==> src/hw/rtl/dms_pkg.sv <==
package dms_pkg;

    localparam int TIMER_WIDTH = 32;

    localparam logic [7:0] CH_START = 8'h40;
    localparam logic [7:0] CH_END   = 8'h3B;
    localparam logic [7:0] CH_OPEN  = 8'h6F;
    localparam logic [7:0] CH_CLOSE = 8'h63;

    localparam logic [15:0] SAMPLE_PERIOD_RESET = 16'd500;
    localparam logic [31:0] AUTO_CLOSE_RESET    = 32'd10000;

    typedef enum logic {
        REG_SAMPLE_PERIOD = 1'b0,
        REG_AUTO_CLOSE    = 1'b1
    } t_reg_index;

    typedef enum logic [2:0] {
        ST_UNKNOWN = 3'd0,
        ST_READY   = 3'd1,
        ST_CLOSED  = 3'd2,
        ST_OPEN    = 3'd3,
        ST_OPENING = 3'd4,
        ST_CLOSING = 3'd5
    } t_gate_state;

    typedef enum logic [1:0] {
        FR_WAIT    = 2'd0,
        FR_COMMAND = 2'd1,
        FR_SKIP    = 2'd2,
        FR_END     = 2'd3
    } t_frame_pos;

endpackage

==> src/hw/rtl/door_motor_sequencer.sv <==
// Gate motor sequencer.
// The input channel (i_in_valid / o_in_ready) carries one request per item:
// with i_cmd low it is a sensor sample that advances the elapsed-time counter
// by the sample period and applies the transition rules, with i_cmd high it is
// one serial byte for the '@' command ';' frame parser.
// Every request produces exactly one result on the output channel
// (o_out_valid / i_out_ready): the gate state and the two motor drives.
// The state is updated in the cycle a request is accepted, and its result is
// registered into the output queue. A new request can be accepted in every
// cycle while the queue is not full; the throughput is one request per cycle.
// Results go through a two-entry output queue. When the receiver stalls the
// queue fills, and o_in_ready drops only once both entries are occupied.
// The configuration port (i_cfg_we, i_cfg_index, i_cfg_data) writes the sample
// period and the auto-close time at any clock edge with the write enable high.
// Synchronous reset clears the queue, the parser and the pending requests,
// sets the state to unknown, and loads the register defaults of 500 ms and
// 10000 ms. The first sample after reset sets the state from the end sensors.
module door_motor_sequencer (
    input  logic        i_clk,
    input  logic        i_rst_n,
    input  logic        i_cfg_we,
    input  logic        i_cfg_index,
    input  logic [31:0] i_cfg_data,
    input  logic        i_in_valid,
    output logic        o_in_ready,
    input  logic        i_cmd,
    input  logic        i_sensor_top,
    input  logic        i_sensor_bottom,
    input  logic        i_button,
    input  logic [7:0]  i_rx_byte,
    output logic        o_out_valid,
    input  logic        i_out_ready,
    output logic [2:0]  o_gate_state,
    output logic        o_drive_up,
    output logic        o_drive_down
);

    localparam int TW = dms_pkg::TIMER_WIDTH;

    logic [15:0]             r_sample_period;
    logic [31:0]             r_auto_close;
    dms_pkg::t_gate_state    r_state;
    dms_pkg::t_gate_state    n_state;
    logic [TW-1:0]           r_elapsed;
    logic [TW-1:0]           n_elapsed;
    logic                    r_open_pending;
    logic                    n_open_pending;
    logic                    r_close_pending;
    logic                    n_close_pending;
    dms_pkg::t_frame_pos     r_frame_pos;
    dms_pkg::t_frame_pos     n_frame_pos;
    logic [7:0]              r_frame_cmd;
    logic [7:0]              n_frame_cmd;

    dms_pkg::t_gate_state    r_buf_state [2];
    logic                    r_wr_ptr;
    logic                    r_rd_ptr;
    logic [1:0]              r_count;

    logic                    in_accept;
    logic                    out_accept;
    logic [TW:0]             timer_sum;
    logic                    timed_out;
    dms_pkg::t_gate_state    head_state;

    assign o_in_ready  = (r_count != 2'd2);
    assign in_accept   = i_in_valid && o_in_ready;
    assign o_out_valid = (r_count != 2'd0);
    assign out_accept  = o_out_valid && i_out_ready;

    assign timer_sum = {1'b0, r_elapsed} + (TW + 1)'(r_sample_period);

    always_comb begin
        n_state         = r_state;
        n_elapsed       = r_elapsed;
        n_open_pending  = r_open_pending;
        n_close_pending = r_close_pending;
        n_frame_pos     = r_frame_pos;
        n_frame_cmd     = r_frame_cmd;
        timed_out       = 1'b0;
        if (i_cmd) begin
            case (r_frame_pos)
                dms_pkg::FR_WAIT: begin
                    if (i_rx_byte == dms_pkg::CH_START) begin
                        n_frame_pos = dms_pkg::FR_COMMAND;
                    end
                end
                dms_pkg::FR_COMMAND: begin
                    n_frame_cmd = i_rx_byte;
                    n_frame_pos = dms_pkg::FR_SKIP;
                end
                dms_pkg::FR_SKIP: begin
                    n_frame_pos = dms_pkg::FR_END;
                end
                default: begin
                    if (i_rx_byte == dms_pkg::CH_END) begin
                        if (r_frame_cmd == dms_pkg::CH_OPEN) begin
                            n_open_pending = 1'b1;
                        end else if (r_frame_cmd == dms_pkg::CH_CLOSE) begin
                            n_close_pending = 1'b1;
                        end
                    end
                    n_frame_pos = dms_pkg::FR_WAIT;
                end
            endcase
        end else if (r_state == dms_pkg::ST_UNKNOWN) begin
            if (i_sensor_bottom) begin
                n_state = dms_pkg::ST_CLOSED;
            end else if (i_sensor_top) begin
                n_state = dms_pkg::ST_OPEN;
            end else begin
                n_state = dms_pkg::ST_READY;
            end
            n_elapsed = '0;
        end else begin
            n_elapsed = timer_sum[TW] ? {TW{1'b1}} : timer_sum[TW-1:0];
            if (n_state == dms_pkg::ST_CLOSED && (i_button || n_open_pending)) begin
                n_state        = dms_pkg::ST_OPENING;
                n_open_pending = 1'b0;
            end
            if (n_state == dms_pkg::ST_OPENING && i_sensor_top) begin
                n_state   = dms_pkg::ST_OPEN;
                n_elapsed = '0;
            end
            timed_out = (64'(n_elapsed) >= 64'(r_auto_close));
            if (n_state == dms_pkg::ST_OPEN && (i_button || timed_out || n_close_pending)) begin
                n_state         = dms_pkg::ST_CLOSING;
                n_close_pending = 1'b0;
            end
            if (n_state == dms_pkg::ST_CLOSING && i_sensor_bottom) begin
                n_state = dms_pkg::ST_CLOSED;
            end
            if (n_state == dms_pkg::ST_READY && (i_button || n_open_pending)) begin
                n_state        = dms_pkg::ST_OPENING;
                n_open_pending = 1'b0;
            end
            if (n_state == dms_pkg::ST_READY && (timed_out || n_close_pending)) begin
                n_state         = dms_pkg::ST_CLOSING;
                n_close_pending = 1'b0;
            end
        end
    end

    always_comb begin
        head_state   = r_buf_state[r_rd_ptr];
        o_gate_state = head_state;
        o_drive_up   = (head_state == dms_pkg::ST_OPENING);
        o_drive_down = (head_state == dms_pkg::ST_CLOSING);
    end

    always_ff @(posedge i_clk) begin
        if (!i_rst_n) begin
            r_sample_period <= dms_pkg::SAMPLE_PERIOD_RESET;
            r_auto_close    <= dms_pkg::AUTO_CLOSE_RESET;
        end else if (i_cfg_we) begin
            case (dms_pkg::t_reg_index'(i_cfg_index))
                dms_pkg::REG_SAMPLE_PERIOD: r_sample_period <= i_cfg_data[15:0];
                dms_pkg::REG_AUTO_CLOSE:    r_auto_close    <= i_cfg_data;
                default:                    r_auto_close    <= r_auto_close;
            endcase
        end
    end

    always_ff @(posedge i_clk) begin
        if (!i_rst_n) begin
            r_state         <= dms_pkg::ST_UNKNOWN;
            r_elapsed       <= '0;
            r_open_pending  <= 1'b0;
            r_close_pending <= 1'b0;
            r_frame_pos     <= dms_pkg::FR_WAIT;
            r_frame_cmd     <= '0;
        end else if (in_accept) begin
            r_state         <= n_state;
            r_elapsed       <= n_elapsed;
            r_open_pending  <= n_open_pending;
            r_close_pending <= n_close_pending;
            r_frame_pos     <= n_frame_pos;
            r_frame_cmd     <= n_frame_cmd;
        end
    end

    always_ff @(posedge i_clk) begin
        if (in_accept) begin
            r_buf_state[r_wr_ptr] <= n_state;
        end
    end

    always_ff @(posedge i_clk) begin
        if (!i_rst_n) begin
            r_wr_ptr <= 1'b0;
            r_rd_ptr <= 1'b0;
            r_count  <= 2'd0;
        end else begin
            if (in_accept) begin
                r_wr_ptr <= ~r_wr_ptr;
            end
            if (out_accept) begin
                r_rd_ptr <= ~r_rd_ptr;
            end
            case ({in_accept, out_accept})
                2'b10:   r_count <= r_count + 2'd1;
                2'b01:   r_count <= r_count - 2'd1;
                default: r_count <= r_count;
            endcase
        end
    end

    a_count_bound: assert property (@(posedge i_clk) disable iff (!i_rst_n)
        r_count != 2'd3)
        else $error("Output queue count out of range.");

    a_drive_exclusive: assert property (@(posedge i_clk) disable iff (!i_rst_n)
        o_out_valid |-> !(o_drive_up && o_drive_down))
        else $error("Both motor drives active.");

    a_first_sample: assert property (@(posedge i_clk) disable iff (!i_rst_n)
        (in_accept && !i_cmd) |=> r_state != dms_pkg::ST_UNKNOWN)
        else $error("State still unknown after a sample.");

    a_byte_keeps_state: assert property (@(posedge i_clk) disable iff (!i_rst_n)
        (in_accept && i_cmd) |=> r_state == $past(r_state))
        else $error("Serial byte changed the gate state.");

endmodule
==> config.mk <==
export PLATFORM = sky130hd
export DESIGN_NAME = door_motor_sequencer
export DESIGN_NICKNAME = d
export VERILOG_FILES = /design/src/hw/rtl/dms_pkg.sv /design/src/hw/rtl/door_motor_sequencer.sv
export SDC_FILE = /design/constraint.sdc
export NUM_CORES = 1
export LEC_CHECK = 0
export BUFFER_PORTS_ARGS = -buffer_cell sky130_fd_sc_hd__buf_2
export CAP_MARGIN = 20
export CORE_MARGIN = 3
export CORE_UTILIZATION = 40
export CTS_CLUSTER_DIAMETER = 80
export CTS_CLUSTER_SIZE = 14
export DETAILED_ROUTE_END_ITERATION = 10
export GPL_ROUTABILITY_DRIVEN = 0
export GPL_TIMING_DRIVEN = 0
export HOLD_SLACK_MARGIN = 0.15
export PLACE_DENSITY = 0.67
export SLEW_MARGIN = 5
export SYNTH_ARGS = -nofsm -noshare
export SYNTH_HDL_FRONTEND = slang
export SYNTH_SLANG_ARGS = --single-unit
==> constraint.sdc <==
create_clock -name i_clk -period 6.8 [get_ports i_clk]
set_clock_uncertainty 0.1 [all_clocks]
set_input_delay 1.02 -clock i_clk [delete_from_list [all_inputs] [get_ports i_clk]]
set_output_delay 1.02 -clock i_clk [all_outputs]
set_load 0.005 [all_outputs]
After elaboration in Yosys (flattened, before gate mapping) --
Memory sizes are Yosys's and may differ from the RTL's. A register that Yosys moved wholly into a read port is not among the register bits. Index checks and enable logic that the tools add are counted.
Storage, ports and cells: register bits 99, RAM bits 6, output and inout port bits 7, memories kept 1
Memory list:
- r_buf_state | words 2, bits a word 3, read ports 1, clocked after Yosys merged registers in 1, wr ports 1, line door_motor_sequencer.sv:55 | dms_pkg::t_gate_state r_buf_state [2];
Cells by class: add/subtract/negate cells 3, order comparisons 1, eq/ne operators 24, mux-type cells 51, bitwise gates (word level) 4, reduce and logical (&&, ||, !) cells 25
Operators by type and width (count):
- 32-bit 2-to-1 mux | 5
- 3-bit 2-to-1 mux | 18
- 32-bit by 16-bit adder with 33-bit output | 1
- 32-bit greater-or-equal comparator | 1
- 8-bit by 7-bit equality test with 1-bit output (second input constant) | 3
- 1-bit 2-to-1 mux | 23
- 3-bit equality test (second input constant) | 4
- 2-bit != test (second input constant) | 5
- 8-bit by 6-bit equality test with 1-bit output (second input constant) | 1
- 1-bit logical AND | 8
- 3-bit by 1-bit equality test with 1-bit output (second input constant) | 2
- 3-bit by 2-bit equality test with 1-bit output (second input constant) | 2
- 2-bit 2-to-1 mux | 3
- 2-bit by 1-bit != test with 1-bit output (second input constant) | 3
- 2-bit one-hot mux with 3 select lines | 1
- 2-bit AND reduction | 3
- 3-bit AND reduction | 2
- 6-bit AND reduction | 1
- 1-bit logical OR | 5
- 5-bit AND reduction | 1
- 2-bit by 1-bit equality test with 1-bit output (second input constant) | 2
- 2-bit equality test (second input constant) | 2
- 1-bit inverter | 4
- 2-bit one-hot mux with 2 select lines | 1
- other kinds (6) | 7

Longest topological paths before layout --
Gate-level depths: netlist of the first run.
depth after elaboration 32, mapped depth 19

Least setup slack after synthesis of the first run --
OpenSTA, ideal clock, no wires.
kind register to register, from register r_sample_period[0], to memory r_buf_state[0][1] in the netlist's numbering, data pin, library setup time 0.169 ns, arrival time 3.913 ns, setup slack 2.619 ns, cell stages (with the launch flop) 19, buffers on the path 1, period minus slack after synthesis 4.181 ns, cell sequence dfxtp_1 > ha_1 > fa_1 > a211oi_2 > o211ai_1 > a21oi_2 > o31ai_2 > buf_6 > and2_2 > a31o_2 > o211a_1 > ha_1 > nand4_1 > nor2_1 > a221o_1 > a211o_1 > nor4_1 > o41ai_1 > o21ai_0
Between the ends: word-level cells in the longest chain between the ends 27, elaborated cells on any way between the ends 31
RTL lines:
- start: declaration | line door_motor_sequencer.sv:40 | logic [15:0] r_sample_period;
- start signal: assignment | line door_motor_sequencer.sv:153 | r_sample_period <= dms_pkg::SAMPLE_PERIOD_RESET;
- start signal: assignment | line door_motor_sequencer.sv:157 | dms_pkg::REG_SAMPLE_PERIOD: r_sample_period <= i_cfg_data[15:0];
- 32-bit by 16-bit adder with 33-bit output * | line door_motor_sequencer.sv:71 | assign timer_sum = {1'b0, r_elapsed} + (TW + 1)'(r_sample_period);
- 32-bit 2-to-1 mux * | line door_motor_sequencer.sv:116 | n_elapsed = timer_sum[TW] ? {TW{1'b1}} : timer_sum[TW-1:0];
- 32-bit 2-to-1 mux * | line door_motor_sequencer.sv:121 | if (n_state == dms_pkg::ST_OPENING && i_sensor_top) begin
- 32-bit 2-to-1 mux * | line door_motor_sequencer.sv:106 | end else if (r_state == dms_pkg::ST_UNKNOWN) begin
- 32-bit 2-to-1 mux * | line door_motor_sequencer.sv:81 | if (i_cmd) begin
- 32-bit greater-or-equal comparator * | line door_motor_sequencer.sv:125 | timed_out = (64'(n_elapsed) >= 64'(r_auto_close));
- 1-bit logical OR (2 in a row) | line door_motor_sequencer.sv:126 | if (n_state == dms_pkg::ST_OPEN && (i_button || timed_out || n_close_pending)) begin
- 1-bit logical AND | line door_motor_sequencer.sv:126
- (+11 left out)
- 3-bit 2-to-1 mux | line door_motor_sequencer.sv:106
- 3-bit 2-to-1 mux | line door_motor_sequencer.sv:81
- 3-bit by 1-bit equality test with 1-bit output | line door_motor_sequencer.sv:137 | if (n_state == dms_pkg::ST_READY && (timed_out || n_close_pending)) begin
- 1-bit logical AND | line door_motor_sequencer.sv:137
- 3-bit 2-to-1 mux * | line door_motor_sequencer.sv:137
- 3-bit 2-to-1 mux * | line door_motor_sequencer.sv:106
- 3-bit 2-to-1 mux * | line door_motor_sequencer.sv:81
- via n_state[1] | line door_motor_sequencer.sv:43 | dms_pkg::t_gate_state n_state;
- end: declaration | line door_motor_sequencer.sv:55
The timed path passes the listed nets; every way through them passes the cells marked *. The select of a mux whose other input is x is not followed.

Worst setup path after layout of the first run --
from register r_sample_period[0], to memory r_buf_state[1][1] in the netlist's numbering, data pin
The elaborated chain is that of the path after synthesis.

==> results of run 1 <==
how the worst max path moves through the flow:
stage                        from           endpoint  slack [ns]  depth (start not counted)
2_1_floorplan  r_sample_period[0]  r_buf_state[0][1]        2.62                         18
3_3_place_gp             i_button  r_buf_state[1][1]        1.32                         16
3_5_place_dp             i_button  r_buf_state[1][1]        1.32                         16
4_1_cts        r_sample_period[0]  r_buf_state[0][1]        1.58                         17
5_1_grt        r_sample_period[0]  r_buf_state[0][1]        1.16                         17
6_report       r_sample_period[0]  r_buf_state[1][1]        1.50                         17
registers in the layout, indices dropped and copies added (netlist names), 2 cells and up, named ones only:
name             cells
r_state              3
r_frame_cmd          8
r_sample_period     16
r_frame_pos          2
r_count              2
r_auto_close        32
r_buf_state          6
r_elapsed           32
synth_stat cells (10+ instances only):
cell type	n	share of area (%)
nand3_1	19	1.5
nand4_1	10	0.96
nand2_1	143	8.2
o21ai_0	40	3.1
a21oi_1	97	7.4
nor2_1	51	2.9
a22o_1	11	1.5
inv_1	47	2.7
dfxtp_1	100	31
clkbuf_1	20	1.2
ha_1	53	10
xor2_1	12	1.6
o211ai_1	10	1.2
buf_2	12	0.92
mux2i_1	14	2.1
a211oi_1	10	1.2
nor3_1	18	1.4
area by class of cell:
type	instances	share of cell area, %
Timing Repair Buffer	55	3.73
Multi-Input combinational cell	624	53.5
Sequential cell	106	29.6
Buffer	45	3.05
Clock inverter	7	1.02
Clock buffer	9	3.05
Inverter	47	2.39
Tap cell	216	3.67
metrics by stage:
step | instances | hold WS (ns) | power (uW) | cell area, um2
3_3_place_gp | 1093 | 0.340 | 1020 | 7070
5_1_grt | 1109 | 0.375 | 1640 | 7370
6_report | 1109 | 0.354 | 1550 | 7370
2_1_floorplan | 822 | 0.329 | 924 | 6530
4_1_cts | 1109 | 0.358 | 1560 | 7370
3_5_place_dp | 1093 | 0.348 | 1030 | 7070
worst register-to-register path: stages, from the launching register on:
cell,delay [ns]
dfxtp_1,0.36
ha_1,0.26
fa_1,0.45
a211oi_2,0.26
o211ai_1,0.17
a21oi_2,0.27
o31ai_2,0.12
buf_6,0.18
a311oi_1,0.36
a211oi_1,0.20
ha_1,0.35
nand4_1,0.17
nor4_1,0.36
o21ai_0,0.14
a21oi_1,0.35
nor4_1,0.13
o41ai_1,0.56
o21ai_0,0.23
per-layer routing:
metal,vias to the layer above,global-route usage (%),part of all wire (%)
met5,-,0,0
met4,0,5.60,1.7
met3,19,2.95,5.2
met2,167,28.5,42
met1,2773,29.7,51
li1,3053,-,-
layout by cell type, fill, tap and decap left out, drive strengths merged, types with 5 or more instances in the layout:
cell type and instances:
and2 6, inv 49, dfxtp 100, nor3 19, o211ai 10, a21o 8
o21a 7, a22o 11, o21ai 46, buf 80, clkbuf 29, ha 53
a21oi 100, a31oi 8, a211oi 12, edfxtp 6, nor2 52, mux2i 14
nand2b 9, nand3 21, and3 10, xnor2 9, nand4 10, nand2 143
xor2 12, o221a 5
power by group through the flow:
| stage | Combinational (uW) | Clock (uW) | Sequential [uW] |
|---|---|---|---|
| 2_1_floorplan | 227 | 0 | 697 |
| 3_3_place_gp | 320 | 0 | 704 |
| 3_5_place_dp | 321 | 0 | 706 |
| 4_1_cts | 324 | 545 | 691 |
| 5_1_grt | 368 | 578 | 696 |
| 6_report | 326 | 533 | 692 |
logic make-up after synthesis:
| family | after synthesis | synth area share, % |
|---|---|---|
| xor gates and xnor gates | 21 | 2.82 |
| DFF | 106 | 33.4 |
| muxes | 16 | 2.49 |
| AOI/OAI and AO/OA | 244 | 24.0 |
| buffers and inverters | 92 | 6.15 |
| adders and majority gates | 54 | 10.5 |
| and+or+nand+nor | 289 | 20.6 |
==> metrics.cfg, run 1 <==
[outcome]
status=finished clean

[drt]
drtPass1Iterations=5
drt-total-wl_mm=17.2
drt_iter0_markers=377
viasPerCell=5.42
avgRoutedWirePerCell_um=15.5
vias=6012
drc=0
antenna_left=0

[critical_path]
critPathMaxFanout=10
critical-path-top-delay-family=compound AO/OA/AOI/OAI gates
critPathRequiredTime_ns=6.77
worstSetupPathType=register to register
cp.arrival_ns=5.26
end_kind=register
worst-r2r-setup-slack_ns=1.50
r2r-start=r_sample_period[0]
slowest_stage=o41ai_1
start_kind=register
reg2reg_depth=17
path_cells=ha_1, fa_1, a211oi_2, o211ai_1, a21oi_2, o31ai_2, buf_6, a311oi_1, a211oi_1, ha_1, nand4_1, nor4_1, o21ai_0, a21oi_1, nor4_1, o41ai_1, o21ai_0
critPathBufInv=1
critPathMaxStageDelay_ns=0.56
r2r_end=r_buf_state[1][1]

[timing]
maxSlewViolCount=0
fin_crit_ns=5.30
max_clock_freq_ghz=0.189
fin_ws_ns=1.50
tns_ns=0
rsz0062_at_grt=false
period_share_pct=77.9
tightest_slew_ns=0.858
setup_violations=0
relSlewSlack_pct=42.4
hold_viol_final=0

[logic_synthesis]
ys_types=75
yosysWarnings=0
synth_edf_count=6
syn-mean-instance-area_um2=7.94
synth_area_um2=6530
ys_ff_latch=106
yosysSeqAreaShare_pct=33.4
ys_async_sr_fraction_pct=0
synth_cells=822
synth_ff_type=dfxtp_1
synth_nets=926

[clock_network]
cts_tree=built
ctsHoldBuffers=0
cts_resized=0
cts_sinks=106
cts_max_level=3
root_buffer=clkbuf_16
clk_latency_ns=0.36
cts_buffers=9
post_cts_buffers=0
path_clk_slew_ns=0.07
clockBufferDepth=2

[global_route]
grt_pass1_wl_mm=28.3
gr-usage-all-layers_pct=19.5
overflow=0
grt_max_degree=19
grt_pass1_vias=5513
antenna_found_initial=0

[die]
die_w_um=134
dieArea_um2=17900
initial_utilization_pct=40.9
fp-row-count=46
fp.coreArea_um2=15900
die_h_um=134
ios=57

[place]
dp_hpwl_mm=13.3
place_ws_ns=1.32
io_buffers=55

[layout]
layout-drive-gt1-share_pct=13.3
antenna_cells=0
seqCellArea_um2=2180
area_growth_pct=13.0
layout.nets=992
postLayoutCoreUtil_pct=46.2
num-fill-cells=1611
multiInputGateArea_um2=3940

[min_path]
worstHoldPathType=register to register
min_from=r_auto_close[29]
hold_end=r_auto_close[29]
holdPathStages=2

[power_and_ir_drop]
vdd_drop_max_mv=0.190
comb_power_share_pct=21.0
cellPowerDensity_nw_per_um2=210
switchingPower_uw=465
p_leak_uw=0.00302
sw_frac_of_total_pct=30.0
power.internal_uw=1090
clkPwrFrac_pct=34.4
seq_power_share_pct=44.6

[job]
drv_cap=0

(Power assumes the default switching activity.)
==> run 2: changes to the inputs <==
--- a/config.mk
+++ b/config.mk
@@ -5,6 +5,7 @@
 export SDC_FILE = /design/constraint.sdc
 export NUM_CORES = 1
 export LEC_CHECK = 0
+export ABC_AREA = 1
 export BUFFER_PORTS_ARGS = -buffer_cell sky130_fd_sc_hd__buf_2
 export CAP_MARGIN = 20
 export CORE_MARGIN = 3
==> constraint.sdc (replaced) <==
create_clock -name i_clk -period 4.9 [get_ports i_clk]
set_clock_uncertainty 0.1 [all_clocks]
set_input_delay 0.735 -clock i_clk [delete_from_list [all_inputs] [get_ports i_clk]]
set_output_delay 0.735 -clock i_clk [all_outputs]
set_load 0.005 [all_outputs]
==> run 2 against run 1 <==
Against the previous run:
- wire length is 2.0% lower
- power grew 42%
- combinational power grew 49%
- worst setup slack got worse by 1.0 ns
- utilization increased by 0.38 points
==> metrics.cfg, run 2 <==
[outcome]
status=finished clean

[logic_synthesis]
ys_types=47
yosys.area.top_type=dfxtp_1
syn-mean-instance-area_um2=6.87
synth_compound_area_share_pct=18.1
synthSimpleGateAreaFrac_pct=27.0
synth_cells=970
synthXorXnorAreaFrac_pct=1.97
synth_edf_count=6
synth_ff_type=dfxtp_1
synth_top_cells_by_count=nand2_1, inv_1, a21oi_1
synth_top_area_share_pct=30.0
ys_async_sr_fraction_pct=0
synth_area_um2=6660
ys_ff_latch=106
synth_nets=1074
yosysSeqAreaShare_pct=32.8
synth.most_common_cell=nand2_1
muxShareOfSynthArea_pct=0.169
yosysWarnings=0
synth_top_family_by_area=simple AND/OR/NAND/NOR gates
ys_top_cells_by_area=dfxtp_1, nand2_1, ha_1
synthAdderAreaFrac_pct=10.3

[timing]
tns_ns=0
max_clock_freq_ghz=0.227
maxSlewViolCount=0
fin_ws_ns=0.489
relSlewSlack_pct=53.7
hold_viol_final=0
rsz0062_at_grt=false
hold_ws_ns=0.351
fin_crit_ns=4.41
period_share_pct=90.0
setup_violations=0
tightest_slew_ns=0.691

[die]
fp-row-count=46
dieArea_um2=18200
die_h_um=135
fp.coreArea_um2=16100
die_w_um=135
initial_utilization_pct=41.3
ios=57

[drt]
antenna_left=0
drt_iter0_markers=330
drtPass1Iterations=4
drc=0
drt-total-wl_mm=16.9
viasPerCell=4.96
vias=6241
avgRoutedWirePerCell_um=13.4

[layout]
area_growth_pct=12.8
layout-drive-gt1-share_pct=12.4
layout.nets=1141
num-fill-cells=1667
antenna_cells=0
seqCellArea_um2=2180
reg_top3=r_auto_close (32), r_elapsed (32), r_sample_period (16)
postLayoutCoreUtil_pct=46.6
layout_common_cells=nand2_1, inv_1, a21oi_1
final_common_cell=nand2_1
multiInputGateArea_um2=3830

[power_and_ir_drop]
p_leak_uw=0.00343
power.internal_uw=1510
power_uw=2190
clkPwrFrac_pct=34.3
seq_power_share_pct=43.6
switchingPower_uw=684
vdd_drop_max_mv=0.219
cellPowerDensity_nw_per_um2=292
comb_power_share_pct=22.1
sw_frac_of_total_pct=31.2

[global_route]
grt_pass1_vias=5842
gr-usage-all-layers_pct=19.1
antenna_found_initial=1
grt_max_degree=19
overflow=0
grt_pass1_wl_mm=28.1

[clock_network]
post_cts_buffers=0
cts_buffers=9
cts_resized=0
path_clk_slew_ns=0.07
cts_tree=built
clk_latency_ns=0.36
cts_max_level=3
ctsHoldBuffers=0
clockBufferDepth=2
cts_sinks=106
root_buffer=clkbuf_16

[critical_path]
worstSetupPathType=register to register
start_kind=register
end_kind=register
path_common_cell=nand2_1
critPathRequiredTime_ns=4.99
cp.arrival_ns=4.50
critPathMaxStageDelay_ns=0.41
critical-path-top-delay-family=simple AND/OR/NAND/NOR gates
critPathMaxFanout=10
slowest_stage=fa_1
critPathBufInv=3

[place]
place_ws_ns=0.505
dp_hpwl_mm=13.2
io_buffers=56

[job]
drv_cap=0

[min_path]
worstHoldPathType=register to register

-- run 2: worst register-to-register path: cells and delay by family, from the launching register on --
family | cells | cell delay (ns)
AND/OR/NAND/NOR | 18 | 1.74
adder cells (fa/ha/maj) | 3 | 0.91
AO/OA/AOI/OAI | 5 | 0.81
buffers and inverters | 3 | 0.34
flip-flops | 1 | 0.32
-- run 2: kinds of logic (layout without fill, tap and decap cells) --
logic type,count (synthesis),in the layout
flip-flops,106,106
AND/OR/NAND/NOR,416,416
XOR/XNOR,15,15
AO/OA/AOI/OAI,211,211
adder cells (fa/ha/maj),54,54
buffers and inverters,167,239
multiplexers,1,1
-- run 2: through the flow --
step	instance area [um2]	instances
after floorplan	6660	970
after global placement	7210	1242
after detailed placement	7210	1242
after CTS	7510	1258
after global routing	7510	1258
final	7510	1258
-- run 2: per-layer routing --
metal / part of all wire (%) / global-route usage (%) / vias to the layer above
met5: 0.077 / 0 / -
met4: 2.5 / 7.11 / 2
met3: 3.9 / 3.39 / 29
met2: 45 / 31.0 / 107
met1: 48 / 25.6 / 2803
li1: - / - / 3300
-- run 2: layout make-up --
| cell class | count | area share (%) |
|---|---|---|
| Buffer | 31 | 1.90 |
| Clock buffer | 9 | 3.00 |
| Clock inverter | 7 | 1.02 |
| Inverter | 136 | 6.79 |
| Multi-Input combinational cell | 697 | 50.9 |
| Sequential cell | 106 | 29.0 |
| Tap cell | 216 | 3.60 |
| Timing Repair Buffer | 56 | 3.73 |
-- run 2: final timing paths --
path	cells past startpoint	endpoint	start	slack [ns]
hold reg to reg	1	register	r_rd_ptr	0.35
setup / recovery	29	r_buf_state[1][2]	r_sample_period[0]	0.49
setup reg to reg	29	r_buf_state[1][2]	r_sample_period[0]	0.49
hold / removal	1	register	r_rd_ptr	0.35
-- run 2: power groups by stage --
stage          clock, uW  sequential [uW]  combinational (uW)
2_1_floorplan          0              968                 352
3_3_place_gp           0              976                 479
3_5_place_dp           0              977                 486
4_1_cts              766              957                 489
5_1_grt              793              963                 558
6_report             752              958                 485
==> run 3: changes to the inputs <==
==> constraint.sdc (replaced) <==
create_clock -name i_clk -period 4.9 [get_ports i_clk]
set_clock_uncertainty 0.1 [all_clocks]
set_input_delay 0 -clock i_clk [delete_from_list [all_inputs] [get_ports i_clk]]
set_output_delay 0 -clock i_clk [all_outputs]
set_load 0.005 [all_outputs]
==> run 3 against run 2 <==
Against the previous run:
- sequential cell count unchanged
- via count up 5.9%
- final area rose by 11%
- non-clock buffer count grew 75
- die area unchanged
- sequential power about the same
- combinational power rose by 9.7%
- critical path depth rose by 1
- first-iteration DRC count fell by 0.30%
- wire length grew 7.1%
- clock-buffer cell count unchanged
==> metrics.cfg, run 3 (synthesis results as in run 2) <==
[outcome]
status=finished clean

[global_route]
gr-usage-all-layers_pct=20.0
grt_pass1_wl_mm=29.6
antenna_found_initial=0
overflow=0
grt_max_degree=19
grt_pass1_vias=6224

[clock_network]
clk_latency_ns=0.36
path_clk_slew_ns=0.07
cts_buffers=9
root_buffer=clkbuf_16
clockBufferDepth=2
cts_tree=built
cts_max_level=3
cts_sinks=106

[drt]
avgRoutedWirePerCell_um=13.6
vias=6608
drc=0
drt_iter0_markers=329
drt-total-wl_mm=18.1
antenna_left=0
viasPerCell=4.95
drtPass1Iterations=5

[power_and_ir_drop]
cellPowerDensity_nw_per_um2=269
power_uw=2240
vdd_drop_max_mv=0.219
p_leak_uw=0.00379

[critical_path]
end_kind=register
path_common_cell=nand2_1
slowest_stage=fa_2
critPathMaxStageDelay_ns=0.36
start_kind=register
critPathRequiredTime_ns=4.90
reg2reg_depth=30
cp.arrival_ns=4.32
worstSetupPathType=register to register
critPathMaxFanout=5

[timing]
tns_ns=0
hold_ws_ns=0.169
setup_violations=0
max_clock_freq_ghz=0.231
maxSlewViolCount=0
relSlewSlack_pct=51.9
period_share_pct=88.2
hold_viol_final=0
fin_crit_ns=4.32
tightest_slew_ns=0.719
rsz0062_at_grt=false

[place]
dp_hpwl_mm=13.2
io_buffers=56

[die]
die_h_um=135
fp.coreArea_um2=16100
dieArea_um2=18200
die_w_um=135
fp-row-count=46
ios=57
initial_utilization_pct=41.3

[layout]
final_common_cell=nand2_1
layout.nets=1217
layout-drive-gt1-share_pct=14.0
antenna_cells=0
reg_top3=r_auto_close (32), r_elapsed (32), r_sample_period (16)
layout_common_cells=nand2_1, inv_1, a21oi_1
area_growth_pct=24.9

[job]
drv_cap=0

[min_path]
holdPathStages=4
worstHoldPathType=input port to register

==> run 3: changes by cell type in the layout (fill, tap and decap cells not counted), sizes merged <==
cell | previous run | this run
dlygate4sd3 | 0 | 59
buf | 63 | 77
clkbuf | 33 | 35
nand4 | 8 | 9
==> run 3: cell type report <==
type	count	area [um2]
Buffer	31	155
Fill cell	1576	7790
Multi-Input combinational cell	698	3880
Tap cell	216	270
Inverter	136	510
Sequential cell	106	2180
Clock buffer	9	225
Timing Repair Buffer	131	1030
Clock inverter	7	76.3
==> run 3: report_power, final <==
group	switching [uW]	leakage, uW	internal [uW]
registers	31.1	0.000875	927
clock network	351	0.000149	401
logic	316	0.00276	215
==> run 3: through the flow <==
stage | setup slack, ns | area, um2 | util [%] | std cells
floorplan | 1.14 | 6660 | - | 970
global placement | 0.542 | 7210 | 44.8 | 1242
detailed placement | 0.505 | 7210 | 44.8 | 1242
CTS | 0.0183 | 8120 | 50.4 | 1318
global route | 0.240 | 8320 | 51.7 | 1334
finish | 0.579 | 8320 | 51.7 | 1334
==> run 3: final timing paths <==
check	from	to	slack [ns]
worst max-delay path	r_sample_period[0]	r_buf_state[1][2]	0.58
worst min-delay path	i_rst_n	r_auto_close[24]	0.17
worst max register to register	r_sample_period[0]	r_buf_state[1][2]	0.58
worst min register to register	r_rd_ptr	register	0.35
==> run 3: timing repair <==
item | 4_1_cts | 5_1_grt
setup buffers | 0 | 14
endpoints found under the setup margin | 0 | 2
hold buffers | 60 | 0
hold endpoints to repair | 72 | 0
gates resized for setup | 0 | 16
==> run 3: critical path: cells and delay by family, from the launching register on <==
kind	cells	cell delay (ns)
flip-flops	1	0.32
AND/OR/NAND/NOR	21	2.05
AO/OA/AOI/OAI	3	0.36
adder cells (fa/ha/maj)	3	0.87
buffers and inverters	3	0.34
==> run 3: routing by layer <==
metal  track usage, %  vias to the layer above  share of wire (%)
li1                 -                     3446                  -
met1             26.4                     2982                 46
met2             32.9                      147                 46
met3             2.91                       33                4.5
met4             8.68                        0                3.0
met5                0                        -                  0
